`src/sv/mwsum_pkg.sv`:
```
`timescale 1ns / 1ps

package mwsum_pkg;

  // Sizing
  localparam int MAX_WINDOW   = 1024;
  localparam int SAMPLE_WIDTH = 32;
  localparam int SUM_WIDTH    = 42;
  localparam int LEN_WIDTH    = 11;
  localparam int PTR_WIDTH    = $clog2(MAX_WINDOW);
  localparam int WIN_WIDTH    = $clog2(MAX_WINDOW + 1);
  localparam int RING_WIDTH   = SAMPLE_WIDTH + 1;
  localparam int CMP_WIDTH    = (LEN_WIDTH > WIN_WIDTH) ? LEN_WIDTH : WIN_WIDTH;

  // Configuration register map
  localparam int CFG_INDEX_WIDTH = 2;
  typedef logic [CFG_INDEX_WIDTH-1:0] cfg_index_t;
  localparam cfg_index_t REG_WINDOW_LENGTH = cfg_index_t'(0);
  localparam cfg_index_t REG_MIN_VALID     = cfg_index_t'(1);

  // One sample in flight between the ring stage and the accumulator
  typedef struct packed {
    logic                           row_clear;
    logic                           evict;
    logic                           sample_valid;
    logic signed [SAMPLE_WIDTH-1:0] sample;
  } stage_t;

endpackage

```
`src/sv/mwsum_accum.sv`:
```
`timescale 1ns / 1ps

module mwsum_accum import mwsum_pkg::*; (
  input  logic                        clk,
  input  logic                        rst,
  input  logic                        stage_valid,
  input  stage_t                      stage,
  input  logic [RING_WIDTH-1:0]       ring_rd_data,
  input  logic [LEN_WIDTH-1:0]        min_valid,
  input  logic                        cfg_clear,
  input  logic                        out_stall,
  output logic                        stage_adv,
  output logic                        out_valid,
  output logic signed [SUM_WIDTH-1:0] window_sum,
  output logic                        sum_valid
);

  logic signed [SUM_WIDTH-1:0] running_sum;
  logic signed [SUM_WIDTH-1:0] running_sum_next;
  logic signed [SUM_WIDTH-1:0] sum_base;
  logic signed [SUM_WIDTH-1:0] old_ext;
  logic signed [SUM_WIDTH-1:0] new_ext;
  logic [WIN_WIDTH-1:0]        valid_count;
  logic [WIN_WIDTH-1:0]        valid_count_next;
  logic [WIN_WIDTH-1:0]        count_base;
  logic [LEN_WIDTH-1:0]        min_eff;
  logic                        old_used;
  logic                        count_dec;
  logic                        sum_valid_next;

  // Stage moves on when the output register is free or being drained
  assign stage_adv = stage_valid && (!out_valid || !out_stall);

  // Remove the evicted sample, add the new one
  always_comb begin
    sum_base   = stage.row_clear ? '0 : running_sum;
    count_base = stage.row_clear ? '0 : valid_count;
    old_used   = stage.evict && ring_rd_data[SAMPLE_WIDTH];
    old_ext    = {{(SUM_WIDTH-SAMPLE_WIDTH){ring_rd_data[SAMPLE_WIDTH-1]}},
                  ring_rd_data[SAMPLE_WIDTH-1:0]};
    new_ext    = {{(SUM_WIDTH-SAMPLE_WIDTH){stage.sample[SAMPLE_WIDTH-1]}},
                  stage.sample};
    running_sum_next = sum_base - (old_used ? old_ext : '0)
                       + (stage.sample_valid ? new_ext : '0);
    count_dec  = old_used && (count_base != '0);
    valid_count_next = count_base - WIN_WIDTH'(count_dec)
                       + WIN_WIDTH'(stage.sample_valid);
    min_eff    = (min_valid == '0) ? LEN_WIDTH'(1) : min_valid;
    sum_valid_next = (CMP_WIDTH'(valid_count_next) >= CMP_WIDTH'(min_eff));
  end

  // Accumulator state and output valid
  always_ff @(posedge clk) begin
    if (rst) begin
      running_sum <= '0;
      valid_count <= '0;
      out_valid   <= 1'b0;
    end else begin
      if (cfg_clear) begin
        running_sum <= '0;
        valid_count <= '0;
      end else if (stage_adv) begin
        running_sum <= running_sum_next;
        valid_count <= valid_count_next;
      end
      if (stage_adv) begin
        out_valid <= 1'b1;
      end else if (!out_stall) begin
        out_valid <= 1'b0;
      end
    end
  end

  // Result payload
  always_ff @(posedge clk) begin
    if (stage_adv) begin
      window_sum <= running_sum_next;
      sum_valid  <= sum_valid_next;
    end
  end

endmodule

```
`config.mk`:
```
export PLATFORM = sky130hd
export DESIGN_NAME = mwsum_accum
export DESIGN_NICKNAME = d
export VERILOG_FILES = /design/src/sv/mwsum_pkg.sv /design/src/sv/mwsum_accum.sv
export SDC_FILE = /design/constraint.sdc
export NUM_CORES = 1
export LEC_CHECK = 0
export ABC_CLOCK_PERIOD_IN_PS = 6000
export CORE_UTILIZATION = 45
export DETAILED_ROUTE_END_ITERATION = 12
export DONT_BUFFER_PORTS = 1
export GPL_TIMING_DRIVEN = 0
export PLACE_DENSITY = 0.61
export SKIP_CTS_REPAIR_TIMING = 1
export SYNTH_ARGS = -nofsm -noshare
export SYNTH_HDL_FRONTEND = slang
export SYNTH_SLANG_ARGS = --single-unit
```
`constraint.sdc`:
```
create_clock -name clk -period 6 [get_ports clk]
set_input_delay 0.9 -clock clk [delete_from_list [all_inputs] [get_ports clk]]
set_output_delay 0.9 -clock clk [all_outputs]
set_load 0.01 [all_outputs]
```
## Word-level counts from Yosys, hierarchy flattened

Cells that the tools add are included.
W data, S select, Z words.

| cells by class | value |
|---|---|
| add/subtract/negate cells | 4 |
| order comparisons | 1 |
| equal/unequal tests | 1 |
| mux-type cells | 7 |
| reduce and logical (&&, ||, !) cells | 9 |

Operators by type and width:

| cell | number |
|---|---|
| $mux W42 | 3 |
| $add A42 B42 Y42 | 1 |
| $sub A42 B42 Y42 | 1 |
| $mux W11 | 2 |
| $add A11 B1 Y11 | 1 |
| $ge A11 B11 Y1 | 1 |
| $logic_not A11 Y1 | 1 |
| $reduce_bool A11 Y1 | 1 |
| $sub A11 B1 Y11 | 1 |
| $logic_and A1 B1 Y1 | 3 |
| $logic_not A1 Y1 | 2 |
| $mux W1 | 2 |
| $ne A2 B1 Y1 const B | 1 |
| $reduce_or A2 Y1 | 1 |
| $logic_or A1 B1 Y1 | 1 |

| storage, ports and cells | value |
|---|---|
| bits in registers | 97 |
| bits of input ports | 84 |
| output and inout bits | 45 |
| word-level logic and storage cells | 27 |

## Longest topological paths before layout

Gate-level depths: netlist (run 1).

| logic depth | value |
|---|---|
| depth in word-level cells | 6 |
| mapped depth | 23 |
| gate-level depth less buffers | 21 |

## Worst setup path before layout (run 1)

Ideal clock, no wire load.

| timing | value |
|---|---|
| kind | input port to flip-flop |
| start point | in stage[34] (netlist name) |
| end point | reg sum_valid (data pin) |
| setup time | 270 ps |
| data arrival time | 4478 ps |
| data required time | 5730 ps |
| slack | 1253 ps |
| stages | 22 |
| path buffers | 2 |
| cells stage by stage | clkbuf_1 -> clkbuf_1 -> nand2b_1 -> ha_1 -> and4_1 -> o21ai_0 -> and3_1 -> ha_1 -> inv_1 -> ha_1 -> inv_1 -> fa_1 -> inv_1 -> ha_1 -> a21o_1 -> a21o_1 -> a21oi_1 -> nor2b_1 -> o21ai_0 -> nand2b_1 -> a2111oi_0 -> o21ai_0 |

| on the way | value |
|---|---|
| word-level cells in the longest chain between the ends | 6 |

RTL lines:

| what | RTL line | RTL |
|---|---|---|
| start: declaration | mwsum_accum.sv:7 | `input stage_t stage,` |
| $mux W11 * | mwsum_accum.sv:37 | `count_base = stage.row_clear ? '0 : valid_count;` |
| $reduce_bool A11 Y1 | mwsum_accum.sv:45 | `count_dec = old_used && (count_base != '0);` |
| $logic_and A1 B1 Y1 | mwsum_accum.sv:45 |  |
| $sub A11 B1 Y11 * | mwsum_accum.sv:46 | `valid_count_next = count_base - WIN_WIDTH'(count_dec)` |
| $add A11 B1 Y11 * | mwsum_accum.sv:47 | `+ WIN_WIDTH'(stage.sample_valid);` |
| named net valid_count_next[1] | mwsum_accum.sv:24 | `logic [WIN_WIDTH-1:0] valid_count_next;` |
| $ge A11 B11 Y1 * | mwsum_accum.sv:49 | `sum_valid_next = (CMP_WIDTH'(valid_count_next) >= CMP_WIDTH'(min_eff));` |
| named net sum_valid_next | mwsum_accum.sv:29 | `logic sum_valid_next;` |
| end signal: assignment | mwsum_accum.sv:78 | `sum_valid <= sum_valid_next;` |
| end: declaration | mwsum_accum.sv:15 | `output logic sum_valid` |

Mark *: on every way through the listed nets, which the timed path passes. The rest lies on a longest branch.
A chain may end at the register's enable or synchronous reset.

## Worst setup path in the final report (run 1)

Same ends and word-level chain as after synthesis.

==> results.md, run 1 <==
* Slowest cell delay on critical path at 0.45 ns
* TNS Setup at 0 ns
* Routed via count at 6839
* Post-synthesis register bit count at 97
* Power Density at 285 nW/um2
* Drt first pass iters at 9
* Top_reg_cell synth: dfxtp_1
* Number of synthesized flops with an enable pin at 43
* Largest net degree at the start of global routing at 54
* Crit Path Class: primary input to flop
* Share of layout cells above drive strength 1 at 3.15%
* Area delta synth->final at 7.33%
* Avg Inst Size Synth at 8.25 um2
* Min cycle time layout at 5.26 ns
* Slew margin rel. at 42.7%
* Core area at 18000 um2
* Worst clock skew at 0.0113 ns
* Critical path capture point type: flop
* Final Hold Fails at 0
* Wire per inst at 17.6 um
* Initial antenna violation count at 2
* Avg Vias per Cell at 5.48
* Crit path DAT at 5.36 ns
* Remaining antenna violation count at 0
* Synth top area cells: edfxtp_1 (16%), dfxtp_1 (13%), ha_1 (10%)
* Die Ht at 138 um
* Yosys top cell by area: edfxtp_1
* Post-route setup slack at 0.736 ns
* Hold depth at 2
* Failing checks: DRC
* Bufs and invs on worst path at 5
* Die area at 18900 um2
* Final Slew Violations at 0
* CP max FO at 10
* CTS tree: built
* Synth cell count leaders: nand2_1 (131), inv_1 (118), a21oi_1 (82)
* Total of max-cap violations at 0
* CTS Buf Count at 9
* Critical Path Slowest Stage Cell: o41ai_1
* Netlist cell types at 59
* Ys async rst share at 0%
* Slew @ Worst Pin at 0.859 ns
* Seq/Total Area, Yosys at 28.7%
* Peak VDD IR at 0.000173 V
* Ys Warns at 0
* Worst hold path type: flop to flop
* Mapped Area at 8260 um2
* Placer Congestion at 0.882
* Status: complete, but fails checks
* Post-synth top area share at 15.6%
* DP Wirelength at 16.6 mm
* # rows at 49
* Gr usage total at 24.6%
* I/O Pins at 129
* Starting Density at 46.0%
* Power Total at 2.53 mW
* Drt total wl at 21.9 mm
* Crit-path cells: clkbuf_1 -> clkbuf_1 -> nand2b_1 -> ha_1 -> and4_1 -> o21ai_0 -> and3_1 -> ha_1 -> inv_1 -> ha_1 -> inv_1 -> fa_1 -> inv_1 -> a21oi_1 -> nor2_1 -> o21ai_0 -> a21oi_1 -> o41ai_1 -> o21ai_0 -> xnor2_1 -> ha_1 -> a21oi_1 -> o21ai_0
* Fin Hold WS at 0.458 ns
* Wire length of the first global-routing pass at 34.8 mm
* # nets final at 1206
* Period utilisation layout at 87.7%
* Max H-tree Level at 3
* Worst path depth at 23
* Vias in the first global route at 6630
* RSZ-0062 raised after global routing: no
* Worst EP required at 6.10 ns
* CTS clk-pin slew, worst paths at 0.07 ns
* Cell family with most CP delay: compound AO/OA/AOI/OAI gates
* Clk sinks at 97
* Port Buffer Count at 0
* Grt ovf at 0
* R2R cell count at 21
* Post-route DRC at 4
* Iteration-0 DRC Markers at 495
* Pre-CTS setup slack at 0.372 ns
* Die X at 138 um
* Top-count cell post-synth: nand2_1
* Crit start category: primary input
* Syn Inst Count at 1001
* Setup violations, final at 0
* Clock Latency Late Sink at 0.37 ns
* Syn nets at 1195
* Fmax at 190 MHz
* Clk root buf: clkbuf_16
* Max clock buf depth at 2
* Static Leak at 3.96 nW
stage by stage:
step           util (%)  instance area, um2  instances
3_5_place_dp       47.6                8550       1230
2_1_floorplan         -                8260       1001
4_1_cts            49.4                8870       1246
6_report           49.4                8870       1247
3_3_place_gp       47.6                8550       1230
5_1_grt            49.4                8870       1246
flip-flops by register name, summed over array words and instances (netlist names):
name         flops
running_sum     42
window_sum      42
valid_count     11
out_valid        1
sum_valid        1
tightest hold or removal path: cells and delay by family, from the launching register on:
| family | cells | cell delay [ns] |
|---|---|---|
| and+or+nand+nor | 1 | 0.05 |
| AOI/OAI and AO/OA | 1 | 0.05 |
| DFF | 1 | 0.31 |
cell families after synthesis:
family          after synthesis  synth area share, %
flops                        97                 28.7
fa+ha+maj                   110                 20.5
buf+inv                     171                 7.83
xor+xnor                     52                 5.60
mux                           1                0.121
simple gates                362                 21.5
compound gates              208                 15.8
worst paths after layout:
kind,slack (ns),from,to
max,0.74,stage[34],sum_valid
min,0.46,running_sum[29],running_sum[29]
max reg2reg,1.80,valid_count[2],sum_valid
min reg2reg,0.46,running_sum[29],running_sum[29]
layer usage:
layer / up-vias / wire length (um) / GRT usage [%]
met5: - / 8 / 0
met4: 2 / 301 / 7.75
met3: 19 / 1530 / 5.37
met2: 201 / 9830 / 38.5
met1: 3214 / 10200 / 33.7
li1: 3403 / - / -
layout make-up:
| type | instances | area, um2 |
|---|---|---|
| clock inverters | 7 | 87.6 |
| well taps | 229 | 287 |
| inverters | 119 | 447 |
| flip-flops and latches | 97 | 2370 |
| diodes | 1 | 2.50 |
| fillers | 1790 | 9090 |
| plain buffers | 52 | 204 |
| clock buffers | 9 | 225 |
| multi-input cells | 733 | 5240 |
where the power goes:
| part | internal, mW | switching (mW) | leakage, nW |
|---|---|---|---|
| Sequential | 0.838 | 0.0783 | 0.854 |
| Clock | 0.333 | 0.299 | 0.154 |
| Combinational | 0.359 | 0.616 | 2.95 |
layout by cell type (no fill, tap or decap), drive strengths merged, types with 25 or more instances in the layout:
master / count
a21o: 25
a21oi: 83
and3: 36
clkbuf: 54
dfxtp: 54
edfxtp: 43
fa: 42
ha: 68
inv: 122
nand2: 131
nand2b: 56
nor2: 50
o21ai: 35
xnor2: 34
Note: power is estimated with default switching activity, not from simulation.
==> run 2, diff against run 1 <==
--- a/config.mk
+++ b/config.mk
@@ -6,9 +6,11 @@
 export NUM_CORES = 1
 export LEC_CHECK = 0
 export ABC_CLOCK_PERIOD_IN_PS = 6000
+export CORE_ASPECT_RATIO = 1.1
 export CORE_UTILIZATION = 45
 export DETAILED_ROUTE_END_ITERATION = 12
 export DONT_BUFFER_PORTS = 1
+export GPL_ROUTABILITY_DRIVEN = 0
 export GPL_TIMING_DRIVEN = 0
 export PLACE_DENSITY = 0.61
 export SKIP_CTS_REPAIR_TIMING = 1
==> results.md, run 2 (synthesized netlist as in run 1, its figures left out) <==
* Status: finished, final reports clean
* Power Total at 2.54 mW (+0.43%)
* Die area at 18900 um2 (about the same)
* Final Hold Fails at 0 (unchanged)
* Wire per inst at 17.4 um (-0.69%)
* # nets final at 1206 (unchanged)
* Max clock buf depth at 2 (unchanged)
* Initial antenna violation count at 2 (unchanged)
* Slowest cell delay on critical path at 0.45 ns (about the same)
* Avg Vias per Cell at 5.43 (-0.93%)
* CTS Buf Count at 9 (unchanged)
* Crit start category: primary input
* Grt ovf at 0 (unchanged)
* Crit path DAT at 5.38 ns (+0.02 ns)
* Critical path capture point type: flop
* I/O Pins at 129 (unchanged)
* Worst hold path type: flop to flop
* Wire length of the first global-routing pass at 35.4 mm (+1.7%)
* Crit-path cells: clkbuf_1 -> clkbuf_1 -> nand2b_1 -> ha_1 -> and4_1 -> o21ai_0 -> and3_1 -> ha_1 -> inv_1 -> ha_1 -> inv_1 -> fa_1 -> inv_1 -> a21oi_1 -> nor2_1 -> o21ai_0 -> a21oi_1 -> o41ai_1 -> o21ai_0 -> xnor2_1 -> ha_1 -> a21oi_1 -> o21ai_0
* Critical Path Slowest Stage Cell: o41ai_1
* Die X at 131 um (-4.6%)
* Drt first pass iters at 5 (-4)
* CTS clk-pin slew, worst paths at 0.07 ns (about the same)
* Slew margin rel. at 35.4% (-7.3 points)
* Pre-CTS setup slack at 0.291 ns (-0.0811 ns)
* Share of layout cells above drive strength 1 at 3.15% (unchanged)
* Starting Density at 46.2% (+0.25 points)
* Core area at 17900 um2 (-0.54%)
* TNS Setup at 0 ns (unchanged)
* Clock Latency Late Sink at 0.36 ns (about the same)
* Remaining antenna violation count at 0 (unchanged)
* Clk root buf: clkbuf_16
* Clk sinks at 97 (unchanged)
* CP max FO at 10 (unchanged)
* RSZ-0062 raised after global routing: no
* Port Buffer Count at 0 (unchanged)
* Final Slew Violations at 0 (unchanged)
* Min cycle time layout at 5.29 ns (+0.0231 ns)
* Fmax at 189 MHz (-0.44%)
* Crit Path Class: primary input to flop
* Power Density at 285 nW/um2 (+0.23%)
* Slew @ Worst Pin at 0.968 ns (+0.109 ns)
* Setup violations, final at 0 (unchanged)
* Area delta synth->final at 7.54%
* Die Ht at 144 um (+4.8%)
* DP Wirelength at 16.7 mm (+0.23%)
* Routed via count at 6824 (-0.22%)
* Iteration-0 DRC Markers at 424 (-14%)
* Vias in the first global route at 6843 (+3.2%)
* Worst EP required at 6.09 ns (about the same)
* Peak VDD IR at 0.000142 V (-18%)
* Largest net degree at the start of global routing at 54 (unchanged)
* Commonest non-fill, non-tap cells in the layout: nand2_1 (131), inv_1 (118), a21oi_1 (82), ha_1 (68), nand2b_1 (56)
* Worst clock skew at 0.00831 ns (-0.00301 ns)
* # rows at 51 (+4.1%)
* CTS tree: built
* Commonest non-fill, non-tap cell in the layout: nand2_1
* Drt total wl at 21.9 mm (about the same)
* Placed cells at 1239 (+0.73%)
* Period utilisation layout at 88.1% (+0.38 points)
* Total of max-cap violations at 0 (unchanged)
* Top Registers: running_sum: 42 flops, window_sum: 42 flops, valid_count: 11 flops
* Static Leak at 3.95 nW (about the same)
* Gr usage total at 24.1% (-0.53 points)
* Layout Cells excl Fill at 1256 (+0.72%)
* Post-route setup slack at 0.713 ns (-0.0231 ns)
* Max H-tree Level at 3 (unchanged)
* Post-route DRC at 0 (-4)
run 2: layout make-up:
cell class              instances  area [um2]
plain buffers                  52         204
inverters                     119         447
fillers                      1769        8980
clock inverters                 7        93.8
flip-flops and latches         97        2370
clock buffers                   9         225
multi-input cells             733        5240
diodes                          1        2.50
well taps                     238         298
run 2: routing by layer:
metal	track usage, %	part of all wire [%]
met1	30.7	47
met2	41.2	46
met3	5.08	5.5
met4	7.06	1.7
met5	0	0.059
run 2: path summary, 6_finish.rpt:
kind	startpoint	end	slack [ns]	cells past startpoint
setup reg to reg	valid_count[3]	sum_valid	1.76	21
hold reg to reg	running_sum[0]	running_sum[0]	0.45	2
setup / recovery	stage[34]	sum_valid	0.71	23
hold / removal	running_sum[0]	running_sum[0]	0.45	2
run 2: where the power goes:
part / switching [mW] / internal (mW)
clock: 0.277 / 0.366
sequential: 0.0763 / 0.839
combinational: 0.619 / 0.360
total: 0.972 / 1.56
run 2: critical path: cells and delay by family:
family                   cells  cell delay [ns]
XOR/XNOR                     1             0.33
AND/OR/NAND/NOR              4             0.70
buffers and inverters        5             0.88
AO/OA/AOI/OAI                8             1.49
adder cells (fa/ha/maj)      5             1.11
run 2: through the flow:
step | utilization, % | cell area, um2 | hold WS, ns
2_1_floorplan | - | 8260 | 0.432
3_3_place_gp | 47.9 | 8560 | 0.441
3_5_place_dp | 47.9 | 8560 | 0.446
4_1_cts | 49.7 | 8880 | 0.456
5_1_grt | 49.7 | 8880 | 0.475
6_report | 49.7 | 8890 | 0.454
